==> src/hdl/mcmc_pkg.sv <==
// Shared types and constants for the matrix chain min-cost core.
// No dependencies; every other file of the block except mcmc_ram imports this package.
package mcmc_pkg;

   // Result word field widths
   localparam int COST_W   = 34;
   localparam int STATUS_W = 2;

   // Result status codes
   localparam logic [STATUS_W-1:0] STATUS_OK       = 2'd0;
   localparam logic [STATUS_W-1:0] STATUS_TOO_FEW  = 2'd1;
   localparam logic [STATUS_W-1:0] STATUS_TOO_MANY = 2'd2;

   // Saturation value of the reported cost
   localparam logic [COST_W-1:0] COST_MAX = '1;

   // Commands from controller to datapath
   typedef struct packed {
      logic store;    // store the accepted dimension word
      logic start;    // latch chain length, reset indices, open a new chain
      logic iv_rd;    // read the outer dimensions of the current interval
      logic iv_ld;    // capture outer dimensions, first split point
      logic sp_mul;   // first product, capture sub-interval costs
      logic sp_mul2;  // second product
      logic sp_acc;   // add, compare against best, step split point
      logic iv_wr;    // store interval cost, step to next interval
      logic emit;     // load the result word
   } mcmc_cmd_type;

   // Status from datapath to controller
   typedef struct packed {
      logic cnt_lt3;     // fewer than three dimensions stored
      logic split_last;  // current split point is the last of the interval
      logic iv_final;    // current interval is the whole chain
      logic out_free;    // result register can take a word
   } mcmc_stat_type;

endpackage

==> src/hdl/mcmc_ctrl.sv <==
// Controller: sequences word loading, the diagonal table fill and the result.
// Depends on mcmc_pkg for the command and status structs.
module mcmc_ctrl (
   input  logic                    clock,
   input  logic                    reset,
   input  logic                    req_valid,
   input  logic                    req_last,
   output logic                    req_ready,
   input  mcmc_pkg::mcmc_stat_type stat,
   output mcmc_pkg::mcmc_cmd_type  cmd
);
   import mcmc_pkg::*;

   typedef enum logic [9:0] {
      ST_LOAD    = 10'b00_0000_0001,
      ST_START   = 10'b00_0000_0010,
      ST_IV_RD   = 10'b00_0000_0100,
      ST_IV_LD   = 10'b00_0000_1000,
      ST_SP_RD   = 10'b00_0001_0000,
      ST_SP_MUL  = 10'b00_0010_0000,
      ST_SP_MUL2 = 10'b00_0100_0000,
      ST_SP_ACC  = 10'b00_1000_0000,
      ST_IV_WR   = 10'b01_0000_0000,
      ST_EMIT    = 10'b10_0000_0000
   } state_type;

   state_type state_ff, state_in;

   assign req_ready = (state_ff == ST_LOAD);

   // Transitions and commands
   always_comb begin
      state_in = state_ff;
      cmd      = '0;
      unique case (state_ff)
         ST_LOAD: begin
            if (req_valid) begin
               cmd.store = 1'b1;
               if (req_last) begin
                  state_in = ST_START;
               end
            end
         end
         ST_START: begin
            cmd.start = 1'b1;
            state_in  = stat.cnt_lt3 ? ST_EMIT : ST_IV_RD;
         end
         ST_IV_RD: begin
            cmd.iv_rd = 1'b1;
            state_in  = ST_IV_LD;
         end
         ST_IV_LD: begin
            cmd.iv_ld = 1'b1;
            state_in  = ST_SP_RD;
         end
         ST_SP_RD: begin
            state_in = ST_SP_MUL;
         end
         ST_SP_MUL: begin
            cmd.sp_mul = 1'b1;
            state_in   = ST_SP_MUL2;
         end
         ST_SP_MUL2: begin
            cmd.sp_mul2 = 1'b1;
            state_in    = ST_SP_ACC;
         end
         ST_SP_ACC: begin
            cmd.sp_acc = 1'b1;
            state_in   = stat.split_last ? ST_IV_WR : ST_SP_RD;
         end
         ST_IV_WR: begin
            cmd.iv_wr = 1'b1;
            state_in  = stat.iv_final ? ST_EMIT : ST_IV_RD;
         end
         ST_EMIT: begin
            if (stat.out_free) begin
               cmd.emit = 1'b1;
               state_in = ST_LOAD;
            end
         end
         default: begin
            state_in = ST_LOAD;
         end
      endcase
   end

   always_ff @(posedge clock) begin
      if (reset) begin
         state_ff <= ST_LOAD;
      end else begin
         state_ff <= state_in;
      end
   end

endmodule

==> config.mk <==
export PLATFORM = sky130hd
export DESIGN_NAME = mcmc_ctrl
export DESIGN_NICKNAME = d
export VERILOG_FILES = /design/src/hdl/mcmc_pkg.sv /design/src/hdl/mcmc_ctrl.sv
export SDC_FILE = /design/constraint.sdc
export NUM_CORES = 1
export LEC_CHECK = 0
export ABC_AREA = 1
export ABC_CLOCK_PERIOD_IN_PS = 1400
export BUFFER_PORTS_ARGS = -buffer_cell sky130_fd_sc_hd__buf_2
export CORE_MARGIN = 10
export CORE_UTILIZATION = 49
export CTS_CLUSTER_SIZE = 12
export DETAILED_ROUTE_END_ITERATION = 10
export PLACE_DENSITY = 0.75
export SYNTH_ARGS = -nofsm -noshare
export SYNTH_HDL_FRONTEND = slang
export SYNTH_SLANG_ARGS = --single-unit
==> constraint.sdc <==
create_clock -name clock -period 1.4 [get_ports clock]
set_input_delay 0.07 -clock clock [delete_from_list [all_inputs] [get_ports clock]]
set_output_delay 0.07 -clock clock [all_outputs]
set_load 0.01 [all_outputs]
# Word-level counts from Yosys, hierarchy flattened

Cells that the tools add are included.
W data, S select, Z words.

Flip-flop bits (word level): 10
Bits of input ports: 8
Output and inout port bits: 10
Word-level logic and storage cells: 33

Eq/ne operators: 13
Muxes and demuxes: 18
Reductions and logical operators: 1

Operators by type and width:

| kind                   | count |
|---|---|
| $pmux W10 S10          | 1 |
| $mux W10               | 5 |
| $mux W1                | 11 |
| $eq A10 B1 Y1 const B  | 1 |
| $eq A10 B10 Y1 const B | 1 |
| $eq A10 B2 Y1 const B  | 1 |
| $eq A10 B3 Y1 const B  | 1 |
| $eq A10 B4 Y1 const B  | 1 |
| $eq A10 B5 Y1 const B  | 1 |
| $eq A10 B6 Y1 const B  | 1 |
| $eq A10 B7 Y1 const B  | 1 |
| $eq A10 B8 Y1 const B  | 1 |
| $eq A10 B9 Y1 const B  | 1 |
| $mux W9                | 1 |
| $ne A2 B2 Y1 const B   | 3 |
| $reduce_and A3 Y1      | 1 |

# Depth between registers and ports, before layout

Gate-level depths: netlist (run 1).

Depth after elaboration: 3
Mapped depth: 8
Mapped depth without buffers: 8

# Worst setup path before layout (run 1)

OpenSTA, ideal clock, no wires.

Kind: flip-flop to flip-flop
From: register state_ff[6]
To: register state_ff[0]
Library setup time: 114 ps
Arrival time: 1014 ps
Required time: 1286 ps
Setup slack: 272 ps
Cell stages (with the launch flop): 9
Buffers on the path: 0
Period minus slack after synthesis: 1128 ps
Cells stage by stage: dfxtp_1 -> nor2_2 -> nand2_2 -> nor2_2 -> nand3_2 -> nand2_4 -> inv_4 -> nand4_1 -> nand2_1

Longest elaborated chain between the ends: 3
Elaborated cells on any way between the ends: 15
Those cells by class: 13 x eq/ne; 1 x mux; 1 x reduce/logical

RTL lines:

| element                                                | RTL line        | text |
|---|---|---|
| start, declared                                        | mcmc_ctrl.sv:27 | `state_type state_ff, state_in;` |
| start signal, assigned                                 | mcmc_ctrl.sv:91 | `state_ff <= state_in;` |
| $eq A10 B10 Y1 / $eq A10 B1 Y1 (equally long branches) | mcmc_ctrl.sv:35 | `unique case (state_ff)` |
| $ne A2 B2 Y1 (no source line)                          | --              |  |
| $reduce_and A3 Y1 (no source line)                     | --              |  |

Several ways; a longest one is shown, not always the timed one.
A chain may end at the register's enable or synchronous reset.

==> run summary, run 1 <==
outcome -> complete, but fails checks
failing checks -> setup timing
worst path bufs/invs -> 2
critical path class -> flop to output port
CTS tree -> built
max frequency -> 711.5 MHz
htree depth -> 1
Slew HR -> 83.67%
IO buf count -> 17
DRC Markers -> 0
final worst slack -> -5.489 ps
VDD IR max -> 0.7682 mV
worst reg2reg path depth -> 10
1st-iter DRT viols -> 19
die area -> 3201 um2
critical-path cell list -> nor2_4 -> inv_2 -> nor3_4 -> and3_4 -> buf_6
commonest non-fill, non-tap cells in the layout -> inv_1, nand2_1, buf_2, nor2_1, nor2_4
hold_buf cts -> 0
Starting Density -> 51.02%
Placed Cells -> 134
root buffer cell -> clkbuf_4
# setup viols final -> 1
most common cell after layout, fill and taps aside -> inv_1
total track usage -> 11.61%
wire length per cell -> 12.84 um
mean post-synth cell area -> 6.428 um2
Layout Cells excl Fill -> 145
Least-Margin Pin Slew -> 243.1 ps
first-pass GRT wire length -> 3001 um
largest registers -> state_ff: 10 flops
grt total ovfl -> 0
core area -> 1285 um2
Leak -> 0.0005427 uW
num rows -> 13
max reg flops -> 10
Tot Pwr -> 1489 uW
crit path time final -> 1405 ps
Mapped Area -> 655.6 um2
hold crit path type -> input port to flop
CP delay by family, top -> simple AND/OR/NAND/NOR gates
worst hold path endpoint -> state_ff[8]
worst skew pair latency -> 270 ps
largest net degree at the start of global routing -> 7
Synth cell types -> 22
die width -> 56.58 um
ANT nets after route -> 0
CP Max Fanout -> 3
share of layout cells above drive strength 1 -> 53.08%
TritonRoute pass-1 iters -> 4
max-cap violations -> 0
io pins -> 18
Crit-path slowest cell -> dfxtp_2
RSZ-0062 raised after global routing -> true
Ys Warns -> 0
fin crit share -> 100.4%
reg2reg end -> state_ff[0]
sequential fraction of the synthesis area -> 30.53%
crit path DAT -> 1340 ps
detailed-route vias per instance -> 5.028
via count -> 729
Post-Syn Instances -> 102
register bit total from synthesis -> 10
Biggest register -> state_ff
CTS clk-pin slew, worst paths -> 60 ps
Setup crit start kind -> flop
Final Hold Fails -> 0
NumNets Final -> 139
CTS Buffer Depth -> 2
ANT cells -> 0
hold depth -> 3
worst reg2reg setup slack -> 70 ps
Layout Skew -> 0.6407 ps
Crit path largest cell delay -> 340 ps
total CTS buffers -> 3
HPWL after DPL -> 1276 um
worst r2r src -> state_ff[6]
Die Y -> 56.58 um
Final Max Slew Viols -> 0
Num Clock Sinks -> 10
hold path start -> stat[2]
Syn Nets -> 110
Routed WL -> 1862 um
initial antenna violation count -> 0
CP Data Required Time -> 1330 ps
vias in the first global route -> 713
Final GP Congestion -> 0.8867
power per cell area -> 1539 nW/um2
Crit. End Element -> output port
utilization after layout -> 75.27%
Area Overhead vs Synth -> 47.52%
==> cell usage after synthesis (all sizes together) <==
master / count / area [um2]
a211oi: 1 / 12.51
a31oi: 1 / 12.51
and3: 1 / 6.260
dfxtp: 10 / 200.2
inv: 26 / 100.1
nand2: 23 / 101.4
nand3: 5 / 35.03
nand4: 1 / 6.260
nor2: 24 / 117.6
nor3: 6 / 35.03
nor3b: 1 / 7.510
o211ai: 1 / 7.510
o21a: 1 / 7.510
or2: 1 / 6.260
==> layout make-up <==
type                            count  area, um2
Timing Repair Buffer               24      160.2
Sequential cell                    10      212.7
Fill cell                         102      317.8
Multi-Input combinational cell     66      439.2
Clock buffer                        4      36.28
Inverter                           26      100.1
Tap cell                           15      18.77
==> worst min-delay path, cell delays in order <==
cell and delay (ps):
buf_2 100, inv_1 70, nor3_1 50
==> stage by stage <==
step / cell area, um2 / TNS, ps / worst slack [ps] / hold WS (ps)
after CTS: 863.3 / -4.993 / -4.993 / 44.71
after detailed placement: 759.5 / 0 / 133.6 / 335.7
after global placement: 759.5 / 0 / 148.9 / 322.0
after floorplan: 655.6 / 0 / 271.7 / 143.0
final: 967.2 / -5.489 / -5.489 / 49.85
after global routing: 967.2 / -656.1 / -100.7 / 44.60
==> worst max-delay path by stage <==
stage | slack [ps] | startpoint | to | cells after the start
after floorplan | 270 | state_ff[6] | state_ff[0] | 8
after global placement | 150 | state_ff[6] | state_ff[0] | 8
after detailed placement | 130 | state_ff[6] | state_ff[0] | 8
after CTS | -5 | state_ff[8] | cmd[3] | 5
after global routing | -100 | state_ff[6] | cmd[8] | 6
final | -5 | state_ff[9] | cmd[3] | 5
==> cells by family after synthesis <==
logic type      synth area share, %
flops                         30.53
simple gates                  48.09
buf+inv                       15.27
compound gates                6.107
==> timing repair <==
| item | 4_1_cts | 5_1_grt |
|---|---|---|
| cloned | 0 | 0 |
| resized for setup | 11 | 25 |
| pin swaps | 6 | 17 |
| setup endpoints to repair | 6 | 10 |
| setup buffers | 3 | 4 |
==> metal layers <==
layer,global-route usage [%],share of wire (%)
met1,12.11,40
met4,6.186,3.2
met3,5.393,7.5
met5,0,0
met2,18.81,49
==> report_power, final <==
part | switching, uW | leakage, uW | total (uW) | internal, uW
Clock | 104 | 0.0000210 | 263 | 158
Combinational | 526 | 0.000437 | 846 | 320
Sequential | 45.7 | 0.0000845 | 380 | 334
Total | 676 | 0.000543 | 1490 | 813
No activity file was read; power rests on OpenSTA's default activity.
==> inputs of run 2 (changes only) <==
- ABC_CLOCK_PERIOD_IN_PS: 1400 -> 1200
- CORE_UTILIZATION: 49 -> 44
- PLACE_DENSITY: 0.75 -> 0.72
- clock period: 1.4 -> 1.2 ns (I/O delays scaled with it)
==> run 2 against run 1 <==
Net effect:
- the flow still finishes with violations (setup timing)
- critical path depth up 1
- total power up 56%
- combinational power up 84%
- sequential power up 20%
- utilization up 13 points
- clock-buffer cell count unchanged
- worst hold slack better by 13 ps
- global-route usage up 3.9 points
- clock power up 20%
- cell count up 12%
- largest cell class unchanged
==> run summary, run 2 (synthesis results as in run 1) <==
vias in the first global route -> 914 (+28%)
GR Layer Usage met2 -> 26.71% (+7.9 points)
total track usage -> 15.50% (+3.9 points)
1st-iter DRT viols -> 32 (+13)
hold depth -> 3 (unchanged)
commonest non-fill, non-tap cells in the layout -> buf_4, inv_1, nand2_1, nor2_1, buf_2
wire length per cell -> 18.25 um (+42%)
Die Y -> 58.60 um (+3.6%)
grt total ovfl -> 0 (unchanged)
die width -> 58.60 um (+3.6%)
largest net degree at the start of global routing -> 7 (unchanged)
ANT cells -> 0 (unchanged)
total CTS buffers -> 3 (unchanged)
max reg flops -> 10 (unchanged)
setup TNS -> -3381 ps (-3376 ps)
met3 GRT Util -> 5.794% (+0.40 points)
worst reg2reg setup slack -> -220 ps (-290 ps)
ANT nets after route -> 0 (unchanged)
num rows -> 13 (unchanged)
max frequency -> 682.2 MHz
Leak -> 0.0006416 uW (+18%)
HPWL after DPL -> 1377 um (+7.9%)
Starting Density -> 48.56% (-2.5 points)
RSZ-0062 raised after global routing -> true
Final Max Slew Viols -> 0 (unchanged)
Final GP Congestion -> 0.9154 (+3.2%)
# setup viols final -> 19 (+18)
crit path DAT -> 1410 ps (+70 ps)
critical path class -> flop to output port
Layout Skew -> 8.097 ps (+7.456 ps)
worst skew pair latency -> 280 ps (about the same)
Slew HR -> 81.08% (-2.6 points)
VDD IR max -> 1.492 mV (+94%)
max-cap violations -> 0 (unchanged)
CP Data Required Time -> 1140 ps (-190 ps)
CTS tree -> built
Area Overhead vs Synth -> 81.30%
IO buf count -> 17 (unchanged)
CTS Buffer Depth -> 2 (unchanged)
worst reg2reg path depth -> 9 (-1)
crit path time final -> 1466 ps
detailed-route vias per instance -> 5.494 (+9.3%)
CTS clk-pin slew, worst paths -> 70 ps (about the same)
htree depth -> 1 (unchanged)
Setup crit start kind -> flop
die area -> 3434 um2 (+7.3%)
hold crit path type -> input port to flop
share of layout cells above drive strength 1 -> 65.31% (+12 points)
TritonRoute pass-1 iters -> 4 (unchanged)
Biggest register -> state_ff
io pins -> 18 (unchanged)
dpl ws -> -53.11 ps (-186.8 ps)
most common cell after layout, fill and taps aside -> buf_4
hold_buf cts -> 0 (unchanged)
power per cell area -> 1958 nW/um2 (+27%)
grt met1 use -> 16.04% (+3.9 points)
Num Clock Sinks -> 10 (unchanged)
Final Hold Fails -> 0 (unchanged)
CP Max Fanout -> 5 (+2)
Routed WL -> 2956 um (+59%)
root buffer cell -> clkbuf_4
NumNets Final -> 156 (+12%)
final worst slack -> -265.8 ps (-260.3 ps)
DRC Markers -> 0 (unchanged)
largest registers -> state_ff: 10 flops
Top Usage Layer GRT -> met2
utilization after layout -> 88.04% (+13 points)
initial antenna violation count -> 0 (unchanged)
fin crit share -> 122.1%
fillers -> 61 (-40%)
via count -> 890 (+22%)
failing checks -> setup timing
first-pass GRT wire length -> 4215 um (+40%)
Crit. End Element -> output port
Least-Margin Pin Slew -> 282.8 ps (+39.76 ps)
core area -> 1350 um2 (+5.1%)
outcome -> complete, but fails checks
## run 2: changes by cell type in the layout (fill, tap and decap cells not counted), moves of 2 or more
cell / delta
nor3_2: +2
buf_4: +14
buf_6: +3
nor3_1: -4
inv_2: +2
nor3_4: +2
nand3_1: -2
inv_1: -2
## run 2: timing repair
item	in CTS	in global routing
setup buffers	15	4
resized for setup	34	19
pin swaps	15	15
setup endpoints to repair	15	20
## run 2: cell type report
cell class,count,area (um2),share of cell area [%]
clock buffer,4,36.28,3.053
inverter,26,102.6,8.632
multi-input combinational,66,506.7,42.63
sequential,10,210.2,17.68
tap,15,18.77,1.579
timing repair buffer,41,314.1,26.42
## run 2: report_power, final
part	switching (uW)	internal, uW
registers	66.8	388
logic	871	685
clock network	131	185
total	1070	1260
## run 2: layer usage
metal | vias to the layer above | wire, um | share of wire, %
li1 | 395 | - | -
met1 | 413 | 1076 | 36
met2 | 65 | 1458 | 49
met3 | 17 | 292 | 9.9
met4 | 0 | 129 | 4.4
met5 | - | 0 | 0
## run 2: path summary, 6_finish.rpt
check | end | start
setup reg to reg | state_ff[0] | state_ff[0]
hold / removal | state_ff[8] | stat[2]
setup / recovery | cmd[0] | state_ff[0]
hold reg to reg | state_ff[4] | state_ff[6]
## run 2: metrics by stage
stage	cell area, um2	std cells	hold WS, ps	power (uW)
floorplan	655.6	102	133.0	1017
global placement	797.0	139	317.1	1183
detailed placement	797.0	139	322.7	1195
CTS	1099	158	30.34	1996
global route	1189	162	58.70	2433
finish	1189	162	62.78	2327
## run 2: worst max-delay path: stages (launching register included)
cell and delay [ps]:
dfxtp_1 360, nor2_4 140, nand2_4 110, nor2_4 170, nand2_1 80, nor2_1 120, buf_2 150
